===== src/rtl/core/isim_pkg.sv =====
// shared types and codes for the interval set insert and merge block
package isim_pkg;

  typedef enum logic [2:0] {
    ST_INSERTED  = 3'd0,
    ST_FULL      = 3'd1,
    ST_BAD_RANGE = 3'd2,
    ST_READ_OK   = 3'd3,
    ST_EMPTY     = 3'd4
  } status_e;

  typedef enum logic [4:0] {
    S_IDLE = 5'b00001,
    S_READ = 5'b00010,
    S_SCAN = 5'b00100,
    S_FIN  = 5'b01000,
    S_DONE = 5'b10000
  } state_e;

  localparam int unsigned PointW = 32;
  localparam int unsigned EntryW = 2 * PointW;

endpackage


===== src/rtl/core/interval_set_insert_merge.sv =====
// top level of the interval set insert and merge block
//
// Input channel (in_valid_i/in_ready_o) takes one item: an insert of
// [interval_start_i, interval_end_i] or a read of the entry at entry_index_i.
// Output channel (out_valid_o/out_ready_i) returns one result per item.
// The set lives in two ping-pong rams of CAPACITY entries; an insert reads
// the current bank one entry per cycle, none in the cycle that places the
// merged interval ahead of a kept entry, and writes the compacted, merged
// set into the other bank, which becomes current unless the insert overflows.
// An insert passes through S_SCAN, S_FIN and S_DONE, a read through S_READ
// and S_DONE; a bad range goes straight to S_DONE. The ram read port and
// the one write port per cycle set the insert time.
// A new item is taken once the previous one has its result registered,
// even while that result still waits on out_ready_i; a finished result
// waits in its final state while the output register is still occupied.
// Reset empties the set; ram contents are not cleared.
module interval_set_insert_merge #(
  parameter int unsigned CAPACITY = 16
) (
  input  logic        clk_i,
  input  logic        rst_ni,
  input  logic        in_valid_i,
  output logic        in_ready_o,
  input  logic        action_i,
  input  logic [31:0] interval_start_i,
  input  logic [31:0] interval_end_i,
  input  logic [3:0]  entry_index_i,
  output logic        out_valid_o,
  input  logic        out_ready_i,
  output logic [2:0]  status_o,
  output logic [31:0] out_start_o,
  output logic [31:0] out_end_o,
  output logic [4:0]  absorbed_count_o,
  output logic [4:0]  held_count_o
);
  import isim_pkg::*;

  localparam int unsigned AW = (CAPACITY > 1) ? $clog2(CAPACITY) : 1;
  localparam int unsigned CW = $clog2(CAPACITY + 1);
  localparam logic [CW-1:0] Cap = CW'(CAPACITY);

  state_e             state_q, state_d;
  logic               bank_q;
  logic [CW-1:0]      count_q, rd_idx_q, n_q, k_q;
  logic               pend_q, placed_q, bad_q, hit_q, act_q;
  logic [31:0]        a_q, b_q, ms_q, me_q;

  logic               out_valid_q;
  status_e            res_status_q;
  logic [31:0]        res_start_q, res_end_q;
  logic [4:0]         res_abs_q, res_held_q;

  logic               ram_re, ram_we;
  logic [AW-1:0]      ram_raddr, ram_waddr;
  logic [EntryW-1:0]  ram_wdata;
  logic [EntryW-1:0]  rdata0, rdata1, rdata;
  logic [31:0]        rd_s, rd_e;
  logic               ovl, place_now, issue, ovf, out_free;
  logic [AW+3:0]      idx_ext;
  logic [CW+3:0]      idx_cmp, cnt_cmp;
  logic [CW+4:0]      cnt_mask, k_mask, n_mask;

  assign rdata = bank_q ? rdata1 : rdata0;
  assign rd_s  = rdata[EntryW-1:PointW];
  assign rd_e  = rdata[PointW-1:0];

  assign ovl       = (rd_s <= b_q) && (a_q <= rd_e);
  assign place_now = (state_q == S_SCAN) && pend_q && !ovl && !placed_q && (rd_s > b_q);
  assign issue     = (state_q == S_SCAN) && (rd_idx_q < count_q) && !place_now;

  assign idx_ext = {{AW{1'b0}}, entry_index_i};
  assign idx_cmp = {{CW{1'b0}}, entry_index_i};
  assign cnt_cmp = {4'b0, count_q};

  assign ovf = ({1'b0, count_q} + 1'b1) > ({1'b0, Cap} + {1'b0, k_q});
  assign out_free = !out_valid_q || out_ready_i;

  assign cnt_mask = {5'b0, count_q};
  assign k_mask   = {5'b0, k_q};
  assign n_mask   = {5'b0, n_q};

  assign in_ready_o = (state_q == S_IDLE);

  always_comb begin
    ram_re    = 1'b0;
    ram_raddr = rd_idx_q[AW-1:0];
    ram_we    = 1'b0;
    ram_waddr = n_q[AW-1:0];
    ram_wdata = {ms_q, me_q};
    state_d   = state_q;
    case (state_q)
      S_IDLE: begin
        if (in_valid_i) begin
          if (action_i) begin
            ram_re    = 1'b1;
            ram_raddr = idx_ext[AW-1:0];
            state_d   = S_READ;
          end else if (interval_start_i > interval_end_i) begin
            state_d = S_DONE;
          end else begin
            state_d = S_SCAN;
          end
        end
      end
      S_READ: state_d = S_DONE;
      S_SCAN: begin
        ram_re = issue;
        if (pend_q && !ovl && (n_q < Cap)) begin
          ram_we    = 1'b1;
          ram_wdata = place_now ? {ms_q, me_q} : rdata;
        end
        if (!issue && !place_now && !pend_q && (rd_idx_q == count_q)) begin
          state_d = S_FIN;
        end
      end
      S_FIN: begin
        ram_we  = !placed_q && (n_q < Cap);
        state_d = S_DONE;
      end
      S_DONE: begin
        if (out_free) state_d = S_IDLE;
      end
      default: state_d = S_IDLE;
    endcase
  end

  isim_ram #(.Width(EntryW), .Depth(CAPACITY), .AddrW(AW)) u_bank0 (
    .clk_i   (clk_i),
    .we_i    (ram_we && bank_q),
    .waddr_i (ram_waddr),
    .wdata_i (ram_wdata),
    .re_i    (ram_re && !bank_q),
    .raddr_i (ram_raddr),
    .rdata_o (rdata0)
  );

  isim_ram #(.Width(EntryW), .Depth(CAPACITY), .AddrW(AW)) u_bank1 (
    .clk_i   (clk_i),
    .we_i    (ram_we && !bank_q),
    .waddr_i (ram_waddr),
    .wdata_i (ram_wdata),
    .re_i    (ram_re && bank_q),
    .raddr_i (ram_raddr),
    .rdata_o (rdata1)
  );

  always_ff @(posedge clk_i or negedge rst_ni) begin
    if (!rst_ni) begin
      state_q     <= S_IDLE;
      bank_q      <= 1'b0;
      count_q     <= '0;
      out_valid_q <= 1'b0;
      pend_q      <= 1'b0;
      placed_q    <= 1'b0;
    end else begin
      state_q <= state_d;
      if ((state_q == S_DONE) && out_free) begin
        out_valid_q <= 1'b1;
      end else if (out_valid_q && out_ready_i) begin
        out_valid_q <= 1'b0;
      end
      case (state_q)
        S_IDLE: begin
          pend_q   <= 1'b0;
          placed_q <= 1'b0;
        end
        S_SCAN: begin
          pend_q <= issue || place_now;
          if (place_now) placed_q <= 1'b1;
        end
        S_DONE: begin
          if (out_free) begin
            if (!act_q && !bad_q && !ovf) begin
              count_q <= n_q;
              bank_q  <= !bank_q;
            end
          end
        end
        default: ;
      endcase
    end
  end

  always_ff @(posedge clk_i) begin
    case (state_q)
      S_IDLE: begin
        act_q    <= action_i;
        a_q      <= interval_start_i;
        b_q      <= interval_end_i;
        ms_q     <= interval_start_i;
        me_q     <= interval_end_i;
        bad_q    <= interval_start_i > interval_end_i;
        hit_q    <= idx_cmp < cnt_cmp;
        rd_idx_q <= '0;
        n_q      <= '0;
        k_q      <= '0;
      end
      S_SCAN: begin
        if (issue) rd_idx_q <= rd_idx_q + 1'b1;
        if (pend_q) begin
          if (ovl) begin
            if (rd_s < ms_q) ms_q <= rd_s;
            if (rd_e > me_q) me_q <= rd_e;
            k_q <= k_q + 1'b1;
          end else if (n_q < Cap) begin
            n_q <= n_q + 1'b1;
          end
        end
      end
      S_FIN: begin
        if (!placed_q && (n_q < Cap)) n_q <= n_q + 1'b1;
      end
      S_DONE: begin
        if (out_free) begin
          if (act_q) begin
            res_status_q <= hit_q ? ST_READ_OK : ST_EMPTY;
            res_start_q  <= hit_q ? rd_s : '0;
            res_end_q    <= hit_q ? rd_e : '0;
            res_abs_q    <= '0;
            res_held_q   <= cnt_mask[4:0];
          end else if (!bad_q && !ovf) begin
            res_status_q <= ST_INSERTED;
            res_start_q  <= ms_q;
            res_end_q    <= me_q;
            res_abs_q    <= k_mask[4:0];
            res_held_q   <= n_mask[4:0];
          end else begin
            res_status_q <= bad_q ? ST_BAD_RANGE : ST_FULL;
            res_start_q  <= '0;
            res_end_q    <= '0;
            res_abs_q    <= '0;
            res_held_q   <= cnt_mask[4:0];
          end
        end
      end
      default: ;
    endcase
  end

  assign out_valid_o      = out_valid_q;
  assign status_o         = res_status_q;
  assign out_start_o      = res_start_q;
  assign out_end_o        = res_end_q;
  assign absorbed_count_o = res_abs_q;
  assign held_count_o     = res_held_q;

endmodule


===== src/rtl/core/isim_ram.sv =====
// generic single write port ram with registered read
module isim_ram #(
  parameter int unsigned Width = 64,
  parameter int unsigned Depth = 16,
  parameter int unsigned AddrW = (Depth > 1) ? $clog2(Depth) : 1
) (
  input  logic             clk_i,
  input  logic             we_i,
  input  logic [AddrW-1:0] waddr_i,
  input  logic [Width-1:0] wdata_i,
  input  logic             re_i,
  input  logic [AddrW-1:0] raddr_i,
  output logic [Width-1:0] rdata_o
);

  logic [Width-1:0] mem_q [Depth];
  logic [Width-1:0] rdata_q;

  always_ff @(posedge clk_i) begin
    if (we_i) begin
      mem_q[waddr_i] <= wdata_i;
    end
    if (re_i) begin
      rdata_q <= mem_q[raddr_i];
    end
  end

  assign rdata_o = rdata_q;

endmodule


===== config.mk =====
export PLATFORM = sky130hd
export DESIGN_NAME = interval_set_insert_merge
export DESIGN_NICKNAME = d
export VERILOG_FILES = /design/src/rtl/core/isim_pkg.sv /design/src/rtl/core/interval_set_insert_merge.sv /design/src/rtl/core/isim_ram.sv
export SDC_FILE = /design/constraint.sdc
export NUM_CORES = 2
export LEC_CHECK = 0
export ABC_AREA = 1
export BUFFER_PORTS_ARGS = -buffer_cell sky130_fd_sc_hd__buf_2
export CORE_ASPECT_RATIO = 1.25
export CORE_MARGIN = 10
export CORE_UTILIZATION = 63
export DETAILED_ROUTE_END_ITERATION = 12
export PLACE_DENSITY = 0.8
export SLEW_MARGIN = 25
export SYNTH_ARGS = -nofsm -noshare
export SYNTH_HDL_FRONTEND = slang
export SYNTH_SLANG_ARGS = --single-unit

===== constraint.sdc =====
create_clock -name clk_i -period 6.9 [get_ports clk_i]
set_input_delay 1.725 -clock clk_i [delete_from_list [all_inputs] [get_ports clk_i]]
set_output_delay 1.725 -clock clk_i [all_outputs]
set_load 0.01 [all_outputs]

==> flow_summary_export.csv <==
group,metric,value,unit
setup_path,crit_path_start_kind,"flip-flop",
place,gp_congestion,0.998,
clocking,clockBufferDepth,3,
synth,ys_warn_count,0,
synth,synth_nets,8594,
run_status,outcome,"completed",
finish,nets,8710,
place,portBuffers,151,
sta,setup_viol,0,
sta,fin_skew,0.0498,ns
global_route,grt_usage,32.1,%
synth,ys_ff_latch,2413,
power_and_ir_drop,cellPowerDensity,475,nW/um2
synth,syn_inst,8341,
finish,finish.instance_area,111000,um2
detailed_routing,post_drt_wl_per_cell,27.0,um
sta,tightest_slew,1.15,ns
sta,rsz0062_at_grt,"false",
clocking,clk_latency,0.89,ns
global_route,grt.overflow.total,0,
detailed_routing,drt_iter0_drc,12615,
place,detailed_place.area,104000,um2
setup_path,cp.arrival,6.13,ns
synth,synth.area.top_cells,"edfxtp_1 (72%), nand2_1 (8.9%), nand3_1 (5.3%)",
synth,async_reset_ff_share,0.580,%
sta,finalCriticalPeriod,5.66,ns
clocking,clkTransAtPathRegs,0.07,ns
detailed_routing,vias_per_cell,6.55,
synth,synth.top_cell.area_share,71.8,%
clocking,cts.hold.buffers_added,0,
global_route,antenna_found_initial,12,
place,hpwl,172,mm
clocking,cts-resized-gates,0,
sta,finalHoldViolations,0,
detailed_routing,drtPass1Iterations,7,
die,rows,163,
detailed_routing,routed_wl,288,mm
synth,synth_edf_count,2399,
finish,area_growth_syn_to_layout,10.4,%
clocking,post_cts_buffers,0,
global_route,grt_start_max_net_pins,153,
setup_path,path_class,"flip-flop to flip-flop",
die,dieArea,176000,um2
sta,relSlewSlack,23.2,%
run,cap_violations,0,
synth,syn_area_per_cell,12.0,um2
setup_path,cp_max_fo,48,
sta,period_share,82.1,%
detailed_routing,ant_nets,0,
synth,synth_ff_type,"edfxtp_1",
power_and_ir_drop,p_leak,40.7,nW
detailed_routing,drc,0,
sta,slew_viol_final,0,
die,pin_count,152,
synth,ys_types,41,
die,core-area,158000,um2
setup_path,crit_required,7.36,ns
min_path,hold_path_class,"flip-flop to flip-flop",
finish,sequential_cell_area,72400,um2
finish,drive_above_1_share,9.01,%
synth,syn_area,100000,um2
die,dieWidth,377,um
setup_path,end_kind,"flip-flop",
clocking,cts_sinks,2413,
clocking,cts_root_buf,"clkbuf_16",
detailed_routing,dr_total_vias,70040,
global_route,grt_pass1_wl,424,mm
global_route,grt_pass1_vias,67718,
clocking,tritoncts.num_buffers,207,
die,initial_utilization,63.5,%
finish,fill_cells,9942,
clocking,cts_tree,"built",
synth,synth_top_area_cell,"edfxtp_1",
sta,fmax,177,MHz
clocking,cts-htree-levels,4,
finish,multi_input_area,24500,um2
power_and_ir_drop,ir_drop,0.550,mV
sta,fin_tns_setup,0,ns
die,die_h,466,um
synth,ys_seq_area_share,72.1,%
==> final cells by class <==
cell class                      count  area share (%)
Multi-Input combinational cell   5023            22.1
Timing Repair Buffer              390            2.85
Tap cell                         2062            2.33
Antenna cell                        4         0.00904
Sequential cell                  2413            65.3
Clock buffer                      265            5.02
Clock inverter                    108           0.854
Inverter                          422            1.45
==> registers in the layout (all words and copies together), names as in the netlist, 32 cells and up <==
register / cells
a_q: 32
u_bank1.rdata_o: 64
ms_q: 32
u_bank0.mem_q: 1024
u_bank0.rdata_o: 64
me_q: 32
out_start_o: 32
out_end_o: 32
b_q: 32
u_bank1.mem_q: 1024
==> kinds of logic (layout without fill, tap and decap cells) <==
logic type | Yosys count | after routing | share of synthesized area (%)
and+or+nand+nor | 3802 | 3802 | 15.8
adders and majority gates | 180 | 180 | 2.24
DFF | 2413 | 2413 | 72.1
AOI/OAI and AO/OA | 1032 | 1032 | 5.93
buffers and inverters | 905 | 1185 | 3.80
xor gates and xnor gates | 9 | 9 | 0.0785
other | 0 | 4 | 0
==> through the flow <==
| step | utilization, % | power [mW] | hold slack [ns] | instances | worst slack [ns] |
|---|---|---|---|---|---|
| 5_1_grt | 70.1 | 54.6 | 0.557 | 10684 | 1.09 |
| 6_report | 70.1 | 52.6 | 0.523 | 10687 | 1.24 |
| 4_1_cts | 70.0 | 51.8 | 0.520 | 10680 | 1.39 |
| 3_3_place_gp | 65.9 | 40.0 | 0.489 | 10305 | 1.49 |
| 3_5_place_dp | 65.9 | 40.5 | 0.502 | 10307 | 1.45 |
| 2_1_floorplan | - | 32.5 | 0.467 | 8341 | 0.908 |
==> worst max-delay path, cell delays in order, from the launching register on <==
cell and delay [ns]:
dfrtp_4 0.43, clkinv_2 0.36, buf_12 0.31, buf_4 0.21, nand2_1 0.07, nand2_1 0.14, ha_1 0.35, nand2_1 0.08
nor3_1 0.33, and3_1 0.25, nand2_1 0.06, nand2_1 0.08, nand2_1 0.07, nand2_1 0.11, nand3_1 0.14, nand2_1 0.13
nand2_1 0.06, buf_4 0.28, nor2_4 0.72, buf_4 0.99
==> metal layers <==
layer / wire (um) / GRT usage, %
met4: 16400 / 16.6
met5: 46 / 0
met3: 43300 / 8.73
met2: 131000 / 49.0
met1: 98000 / 42.4
==> worst paths after layout <==
check | startpoint | endpoint | slack [ns] | depth (start not counted)
max | bank_q$_DFFE_PN0P_ | u_bank1.mem_q[0][38]$_DFFE_PP_ | 1.24 | 19
min | pend_q$_DFFE_PN0P_ | pend_q$_DFFE_PN0P_ | 0.52 | 2
max reg2reg | bank_q$_DFFE_PN0P_ | u_bank1.mem_q[0][38]$_DFFE_PP_ | 1.24 | 19
min reg2reg | pend_q$_DFFE_PN0P_ | pend_q$_DFFE_PN0P_ | 0.52 | 2
max in group asynchronous | rst_ni | bank_q$_DFFE_PN0P_ | 5.67 | 1
min in group asynchronous | rst_ni | out_valid_o$_DFFE_PN0P_ | 0.82 | 1
==> cells in the final DEF (no fill, tap or decap), types with 5 or more instances in the layout <==
cell type / count
clkbuf_1: 48
and2_1: 35
nand2_1: 2360
a21o_1: 5
clkinv_2: 45
clkbuf_16: 213
o21ai_0: 401
o21a_1: 6
nor3_1: 10
nand3_1: 1054
nor2_1: 234
or2_2: 35
nand2_2: 10
nand4_1: 18
inv_1: 414
edfxtp_1: 2399
o22ai_1: 62
dfrtp_1: 12
o211ai_1: 263
clkinv_1: 39
ha_1: 180
o21ai_1: 43
buf_4: 189
bufinv_16: 13
a21oi_1: 241
nor2_4: 37
buf_6: 6
xor2_1: 8
buf_12: 40
buf_2: 151
clkinv_8: 5
==> cell usage after synthesis, types with 2 or more instances <==
library cell	instances
and2_1	35
dfrtp_1	13
a21oi_1	242
nand2_1	2370
a31oi_1	2
inv_1	417
buf_1	20
o21ai_2	3
o21bai_1	2
xor2_1	8
nand3_1	1055
or2_2	35
buf_2	270
o22ai_1	62
buf_4	18
clkbuf_1	174
o21ai_0	401
nor3_1	10
inv_2	4
edfxtp_1	2399
a21o_1	5
nor2_1	269
nand4_1	18
o21ai_1	44
nor4_1	3
o211ai_1	263
o21a_1	6
ha_1	180
==> where the power goes <==
group | total [mW] | switching [mW] | internal, mW
logic | 21.4 | 15.8 | 5.54
registers | 19.9 | 0.515 | 19.4
clock network | 11.4 | 5.19 | 6.18
No activity file was read; power rests on OpenSTA's default activity.
